## src/hdl/puag_pkg.sv

```systemverilog
// Shared types and constants of the polar unwrap address generator.
package puag_pkg;

   // Configuration register indexes.
   typedef enum logic [2:0] {
      CSR_CENTRE_PACKED = 3'd0,
      CSR_MIN_DIAMETER  = 3'd1,
      CSR_MAX_DIAMETER  = 3'd2,
      CSR_ANGLE_OFFSET  = 3'd3,
      CSR_ASPECT        = 3'd4,
      CSR_OUT_WIDTH     = 3'd5,
      CSR_SOURCE_COLS   = 3'd6,
      CSR_SOURCE_ROWS   = 3'd7
   } csr_index_type;

   localparam int CSR_INDEX_W = 3;
   localparam int CSR_DATA_W  = 32;

   // Field widths.
   localparam int RING_W   = 10;
   localparam int COL_W    = 12;
   localparam int COORD_W  = 12;
   localparam int INDEX_W  = 24;
   localparam int DIAM_W   = 17;
   localparam int PHASE_W  = 16;
   localparam int DIM_W    = 13;

   // Reset values of the configuration registers.
   localparam logic [31:0]     RST_CENTRE_PACKED = 32'h8000_8000;
   localparam logic [DIAM_W-1:0] RST_MIN_DIAMETER = 17'd16384;
   localparam logic [DIAM_W-1:0] RST_MAX_DIAMETER = 17'd65536;
   localparam logic [15:0]     RST_ANGLE_OFFSET  = 16'd0;
   localparam logic [15:0]     RST_ASPECT        = 16'd4096;
   localparam logic [DIM_W-1:0] RST_OUT_WIDTH    = 13'd4096;
   localparam logic [DIM_W-1:0] RST_SOURCE_COLS  = 13'd1920;
   localparam logic [DIM_W-1:0] RST_SOURCE_ROWS  = 13'd1080;

   // 1/(2*pi) in Q0.32 and pi in Q2.30.
   localparam logic [29:0] INV_TWO_PI_Q32 = 30'd683565276;
   localparam longint      PI_Q30         = 64'd3373259426;

   // A quarter turn of phase.
   localparam logic [PHASE_W-1:0] QUARTER_TURN = 16'd16384;

   // Pipelined divider: one quotient bit per stage.
   localparam int DIV_STAGES = 28;
   localparam int DIV_DEN_W  = 13;

   // One sine table lookup: magnitude in Q0.16 and sign.
   typedef struct packed {
      logic        neg;
      logic [15:0] mag;
   } sine_sample_type;

endpackage

```

## src/hdl/puag_div_pipe.sv

```systemverilog
// Two-lane pipelined restoring divider, one quotient bit per stage.
module puag_div_pipe import puag_pkg::*; (
   input  logic                  clock,
   input  logic                  reset,
   input  logic                  en,
   input  logic                  in_valid,
   input  logic [DIV_STAGES-1:0] num_a,
   input  logic [DIV_STAGES-1:0] num_b,
   input  logic [DIV_DEN_W-1:0]  den_a,
   input  logic [DIV_DEN_W-1:0]  den_b,
   output logic                  out_valid,
   output logic [15:0]           quo_a,
   output logic [15:0]           quo_b
);

   logic [DIV_DEN_W-1:0]  rem_a_ff [DIV_STAGES+1];
   logic [DIV_DEN_W-1:0]  rem_b_ff [DIV_STAGES+1];
   logic [DIV_STAGES-1:0] num_a_ff [DIV_STAGES+1];
   logic [DIV_STAGES-1:0] num_b_ff [DIV_STAGES+1];
   logic                  valid_ff [DIV_STAGES+1];

   // Entry point of the chain is the unregistered input.
   assign rem_a_ff[0] = '0;
   assign rem_b_ff[0] = '0;
   assign num_a_ff[0] = num_a;
   assign num_b_ff[0] = num_b;
   assign valid_ff[0] = in_valid;

   for (genvar i = 0; i < DIV_STAGES; i++) begin : g_stage
      logic [DIV_DEN_W:0]     rem2_a, rem2_b;
      logic                   ge_a, ge_b;
      logic [DIV_DEN_W-1:0]   rem_a_in, rem_b_in;
      logic [DIV_STAGES-1:0]  num_a_in, num_b_in;

      always_comb begin
         rem2_a   = {rem_a_ff[i], num_a_ff[i][DIV_STAGES-1]};
         rem2_b   = {rem_b_ff[i], num_b_ff[i][DIV_STAGES-1]};
         ge_a     = rem2_a >= {1'b0, den_a};
         ge_b     = rem2_b >= {1'b0, den_b};
         rem_a_in = ge_a ? DIV_DEN_W'(rem2_a - {1'b0, den_a}) : DIV_DEN_W'(rem2_a);
         rem_b_in = ge_b ? DIV_DEN_W'(rem2_b - {1'b0, den_b}) : DIV_DEN_W'(rem2_b);
         num_a_in = {num_a_ff[i][DIV_STAGES-2:0], ge_a};
         num_b_in = {num_b_ff[i][DIV_STAGES-2:0], ge_b};
      end

      always_ff @(posedge clock) begin
         if (reset) begin
            valid_ff[i+1] <= 1'b0;
         end else if (en) begin
            valid_ff[i+1] <= valid_ff[i];
         end
         if (en) begin
            rem_a_ff[i+1] <= rem_a_in;
            rem_b_ff[i+1] <= rem_b_in;
            num_a_ff[i+1] <= num_a_in;
            num_b_ff[i+1] <= num_b_in;
         end
      end
   end

   assign out_valid = valid_ff[DIV_STAGES];
   assign quo_a     = num_a_ff[DIV_STAGES][15:0];
   assign quo_b     = num_b_ff[DIV_STAGES][15:0];

endmodule

```

## config.mk

```make
export PLATFORM = sky130hd
export DESIGN_NAME = puag_div_pipe
export DESIGN_NICKNAME = d
export VERILOG_FILES = /design/src/hdl/puag_pkg.sv /design/src/hdl/puag_div_pipe.sv
export SDC_FILE = /design/constraint.sdc
export NUM_CORES = 2
export LEC_CHECK = 0
export ABC_CLOCK_PERIOD_IN_PS = 3800
export BUFFER_PORTS_ARGS = -buffer_cell sky130_fd_sc_hd__buf_2
export CAP_MARGIN = 20
export CORE_ASPECT_RATIO = 1.4
export CORE_UTILIZATION = 35
export DETAILED_ROUTE_END_ITERATION = 6
export HOLD_SLACK_MARGIN = 0.03
export PLACE_DENSITY = 0.54
export SETUP_SLACK_MARGIN = 0.1
export SYNTH_ARGS = -nofsm -noshare
export SYNTH_HDL_FRONTEND = slang
export SYNTH_SLANG_ARGS = --single-unit
export TNS_END_PERCENT = 10
```

## constraint.sdc

```tcl
create_clock -name clock -period 3.8 [get_ports clock]
set_clock_uncertainty 0.05 [all_clocks]
set_input_delay 0.57 -clock clock [delete_from_list [all_inputs] [get_ports clock]]
set_output_delay 0.57 -clock clock [all_outputs]
set_load 0.01 [all_outputs]
```

Word-level counts from Yosys, hierarchy flattened:

Cells that the tools add are included.

* $add $sub $neg: 54
* $lt $le $gt $ge: 56
* mux-type cells: 54

Operator list (number)
* 14-bit by 13-bit greater-or-equal comparator with 1-bit output: 54
* 13-bit 2-to-1 mux: 52
* 13-bit subtractor: 52
* 1-bit by 13-bit greater-or-equal comparator with 1-bit output: 2
* 1-bit by 13-bit subtractor with 13-bit output: 2
* 1-bit 2-to-1 mux: 2

* register bits: 2274
* bits of input ports: 86
* output and inout port bits: 33
* logic and storage cells: 304

Depth between registers and ports, before layout:

* depth after elaboration: 2
* gate-level depth with buffers: 12
* depth with buffers taken out: 11

Worst setup path after synthesis:

No wires, ideal clock.

* kind: in2reg
* from: in den_b[2]
* to: reg rem_b_ff, in the netlist g_stage[26].rem2_b[10], data pin
* setup time: 0.260 ns
* data arrival time: 3.239 ns
* data required time: 3.490 ns
* slack: 0.252 ns
* cell stages on the path: 10
* path buffers: 1
* cell sequence: inv_1 -> ha_1 -> nor2b_1 -> o21ai_1 -> a21oi_1 -> a211oi_2 -> o211ai_1 -> a311oi_4 -> buf_6 -> mux2_2

* word-level cells in the longest chain between the ends: 2
* elaborated cells between the ends (all ways): 3
* classes of those cells: add/sub (1); order compare (1); mux (1)

Ends and longest elaborated chain
* from (decl): RTL line puag_div_pipe.sv:10 `input logic [DIV_DEN_W-1:0] den_b,`
* 13-bit subtractor or 14-bit by 13-bit greater-or-equal comparator with 1-bit output (tied branches): RTL line puag_div_pipe.sv:41, puag_div_pipe.sv:39
* 13-bit 2-to-1 mux *: RTL line puag_div_pipe.sv:41 `rem_b_in = ge_b ? DIV_DEN_W'(rem2_b - {1'b0, den_b}) : DIV_DEN_W'(rem2_b);`
* net g_stage[25].rem_b_in[9]: RTL line puag_div_pipe.sv:32 `logic [DIV_DEN_W-1:0] rem_a_in, rem_b_in;`
* to (signal, indexed assignment): RTL line puag_div_pipe.sv:54 `rem_b_ff[i+1] <= rem_b_in;`
* to (decl): RTL line puag_div_pipe.sv:17 `logic [DIV_DEN_W-1:0] rem_b_ff [DIV_STAGES+1];`

The timed path passes the listed nets; every way through them passes the cells marked *.
A chain may end at the register's enable or synchronous reset.

Worst setup path in the final report:

* from: reg num_b_ff, in the netlist g_stage[23].rem2_b[0]
* to: reg rem_b_ff, in the netlist g_stage[24].rem2_b[4], data pin

* word-level cells in the longest chain between the ends: 2
* elaborated cells between the ends (all ways): 3
* classes of those cells: add/sub (1); order compare (1); mux (1)

Ends and longest elaborated chain
* from (decl): RTL line puag_div_pipe.sv:19 `logic [DIV_STAGES-1:0] num_b_ff [DIV_STAGES+1];`
* from (signal, indexed assignment): RTL line puag_div_pipe.sv:56 `num_b_ff[i+1] <= num_b_in;`
* 13-bit subtractor or 14-bit by 13-bit greater-or-equal comparator with 1-bit output (tied branches): RTL line puag_div_pipe.sv:41, puag_div_pipe.sv:39
* 13-bit 2-to-1 mux *: RTL line puag_div_pipe.sv:41
* net g_stage[23].rem_b_in[3]: RTL line puag_div_pipe.sv:32

Marks and branches as above.

==> results.json <==
{
  "outcome": "finished clean",
  "numCtsBuffers": 191,
  "finalMaxSlewViolations": 0,
  "synth-adder-area-share": 0.106,
  "grt_max_degree": 119,
  "cts_sinks": 1758,
  "synth_most_common_cell": "edfxtp_1",
  "post-dp-hpwl_um": 134000,
  "die-area_sq_um": 269000,
  "synth-simple-area-share": 0.0771,
  "crit_type": "flop to flop",
  "globalplace.congestion": 0.866,
  "hold_viol": 0,
  "p_leak_nw": 40.8,
  "cap_violations": 0,
  "ys_ff_latch": 1758,
  "post_synth_num_cell_types": 87,
  "worstSetupStartpoint": "g_stage[23].rem2_b[0]$_DFFE_PP_",
  "swShare": 0.334,
  "max_freq_ghz": 0.321,
  "switching_power_mw": 29.3,
  "core_sq_um": 264000,
  "ir_worst_vdd_uv": 380,
  "hp-class": "input pin to flop",
  "initial_core_util": 0.353,
  "finalCriticalPeriod_ns": 3.11,
  "drcViolationCount": 0,
  "drt-initial-drc-count": 3153,
  "seq_area_frac_synth": 0.563,
  "numPortBuffers": 118,
  "antenna_found_initial": 3,
  "synth-async-reset-ratio": 0,
  "synth_cells": 7047,
  "avgViaCountPerCell": 5.12,
  "dr_total_vias": 57400,
  "nNetsFinal": 8417,
  "finalSetupViolations": 0,
  "cts_buffer_depth": 4,
  "die_h_um": 613,
  "firstDrtPassIters": 7,
  "tritoncts": "done",
  "powerDensity_nw_per_um2": 818,
  "synth_compound_area_frac": 0.114,
  "instances_no_fill": 11200,
  "synthFlopType": "edfxtp_1",
  "power_frac_comb": 0.434,
  "r2r_cells": 11,
  "placementRows": 223,
  "synth_area_sq_um": 93300,
  "relSlewSlack": 0.482,
  "die_w_um": 438,
  "synthMuxAreaShare": 0.0827,
  "p_int_mw": 58.4,
  "sequentialPowerShare": 0.352,
  "crit_arrival_ns": 3.61,
  "fin_crit_sh": 0.819,
  "required_ns": 4.30,
  "synth_warnings": 0,
  "rsz0062_at_grt": "false",
  "clkLatencyLatePin_ns": 0.86,
  "cp-start-kind": "flop",
  "area_delta_synth_final_pct": 15.0,
  "power_mw": 87.8,
  "synth-xor-area-share": 0.0427,
  "synth_edf_count": 1730,
  "grt_overflow": 0,
  "synth_fp_nets": 7891,
  "p_clk_frac": 0.214,
  "wl_um": 201000,
  "cts_hold_buf": 57,
  "yosysTopAreaCell": "edfxtp_1",
  "cp_max_fo": 14,
  "hold_ws_ns": 0.108,
  "cts.repair.resized": 0,
  "grt_first_pass_wirelength_um": 316000,
  "whs_path_depth": 2,
  "hold_start": "reset",
  "fin_setup_tns_ns": 0,
  "synth.avg_cell_area_sq_um": 13.2,
  "dp.cells": 10800,
  "synth_top_cell_area_share": 0.557,
  "ant_nets": 0,
  "io_pins": 119,
  "synthTopCellsByArea": "edfxtp_1 56%, ha_1 9.5%, mux2_2 6.3%, xnor2_1 2.6%, a21oi_1 2.0%",
  "tightestPinTransition_ns": 0.766,
  "synth_commonest_cells": "1730 x edfxtp_1, 706 x ha_1, 520 x mux2_2",
  "cts.clk_slew.worst_paths_ns": 0.06,
  "grt_pass1_vias": 58400,
  "drive_gt1_frac": 0.158,
  "grt.total_usage": 0.147,
  "fillers": 24400,
  "cts_max_level": 4,
  "root_buffer": "clkbuf_16",
  "endpoint_kind": "flop",
  "rr_startpoint": "g_stage[23].rem2_b[0]$_DFFE_PP_",
  "wl_per_cell_um": 18.0,
  "synth_top_family_by_area": "compound AO/OA/AOI/OAI gates",
  "cts_setup_buffers": 0
}
==> final cells by class <==
cell class                 count  area (sq um)  share of cell area
antenna                        1          2.50           0.0000233
clock buffer                 221          4910              0.0458
clock inverter               117          1260              0.0117
inverter                     263           987             0.00920
multi-input combinational   4944         39400               0.367
sequential                  1758         52500               0.489
tap                         3487          4360              0.0407
timing repair buffer         415          3900              0.0364
==> logic make-up after synthesis <==
logic type | Yosys count
flip-flops | 1758
AO/OA/AOI/OAI | 1577
AND/OR/NAND/NOR | 1449
adder cells (fa/ha/maj) | 758
multiplexers | 705
XOR/XNOR | 455
buffers and inverters | 345
==> sequential cells by signal (all words and copies together) (netlist names) <==
register / cells
out_valid: 1
g_stage.rem2_b: 378
quo_b: 16
quo_a: 16
g_stage.num_a_in: 471
g_stage.rem2_a: 378
valid_ff: 27
g_stage.num_b_in: 471
==> power groups by stage <==
stage	Sequential, mW	Clock (mW)	Combinational [mW]
finish	30.9	18.8	38.1
detailed placement	31.4	0	37.9
global route	31.4	20.2	42.3
floorplan	29.9	0	29.6
CTS	31.0	19.6	38.2
global placement	31.4	0	37.0
==> through the flow <==
| step | instance area (sq um) | setup WS, ns | util |
|---|---|---|---|
| after floorplan | 93300 | 0.252 | - |
| after global placement | 101000 | 0.0654 | 0.381 |
| after detailed placement | 101000 | 0.0903 | 0.381 |
| after CTS | 107000 | 0.656 | 0.406 |
| after global routing | 107000 | 0.438 | 0.406 |
| final | 107000 | 0.688 | 0.406 |
==> cell usage in the layout, fill, tap and decap left out, drive strengths merged, types with 26 or more instances in the layout <==
cell type    instances
clkbuf             221
clkinv              69
or3                 26
o311ai              26
fa                  52
a21oi              371
nand4               84
nor2b              144
nand3               85
o21ai              312
buf                358
and2                47
edfxtp            1730
nor4                35
dlygate4sd3         57
a221o               26
o31ai               58
ha                 706
o21a               134
mux2               523
a211o               29
nor3               132
nand2b              65
o211ai              55
dfxtp               28
a21o               213
and3                41
a21boi              80
nor2               484
or2                 26
mux2i              182
xnor2              274
nand2              252
a211oi              72
inv                271
xor2               181
o31a                43
==> routing by layer <==
| layer | GRT usage | up-vias | wire, um |
|---|---|---|---|
| li1 | - | 28300 | - |
| met1 | 0.177 | 27800 | 85800 |
| met2 | 0.264 | 938 | 101000 |
| met3 | 0.0203 | 397 | 6960 |
| met4 | 0.0544 | 2 | 7090 |
| met5 | 0 | - | 13 |
==> critical path: stages, from the launching register on <==
cell and delay (ns):
edfxtp_1 0.46, inv_1 0.11, ha_1 0.19, fa_1 0.22, nand2b_1 0.11, a21boi_0 0.11
o21ai_0 0.35, a21oi_1 0.12, a211o_1 0.33, a41oi_2 0.26, buf_12 0.18, mux2_2 0.34
==> final timing paths <==
| kind | endpoint | slack, ns |
|---|---|---|
| min reg2reg | g_stage[2].num_b_in[6]$_DFFE_PP_ | 0.32 |
| max reg2reg | g_stage[24].rem2_b[4]$_DFFE_PP_ | 0.69 |
| max | g_stage[24].rem2_b[4]$_DFFE_PP_ | 0.69 |
| min | valid_ff[4]$_SDFFE_PP0P_ | 0.11 |
(Power assumes the default switching activity.)
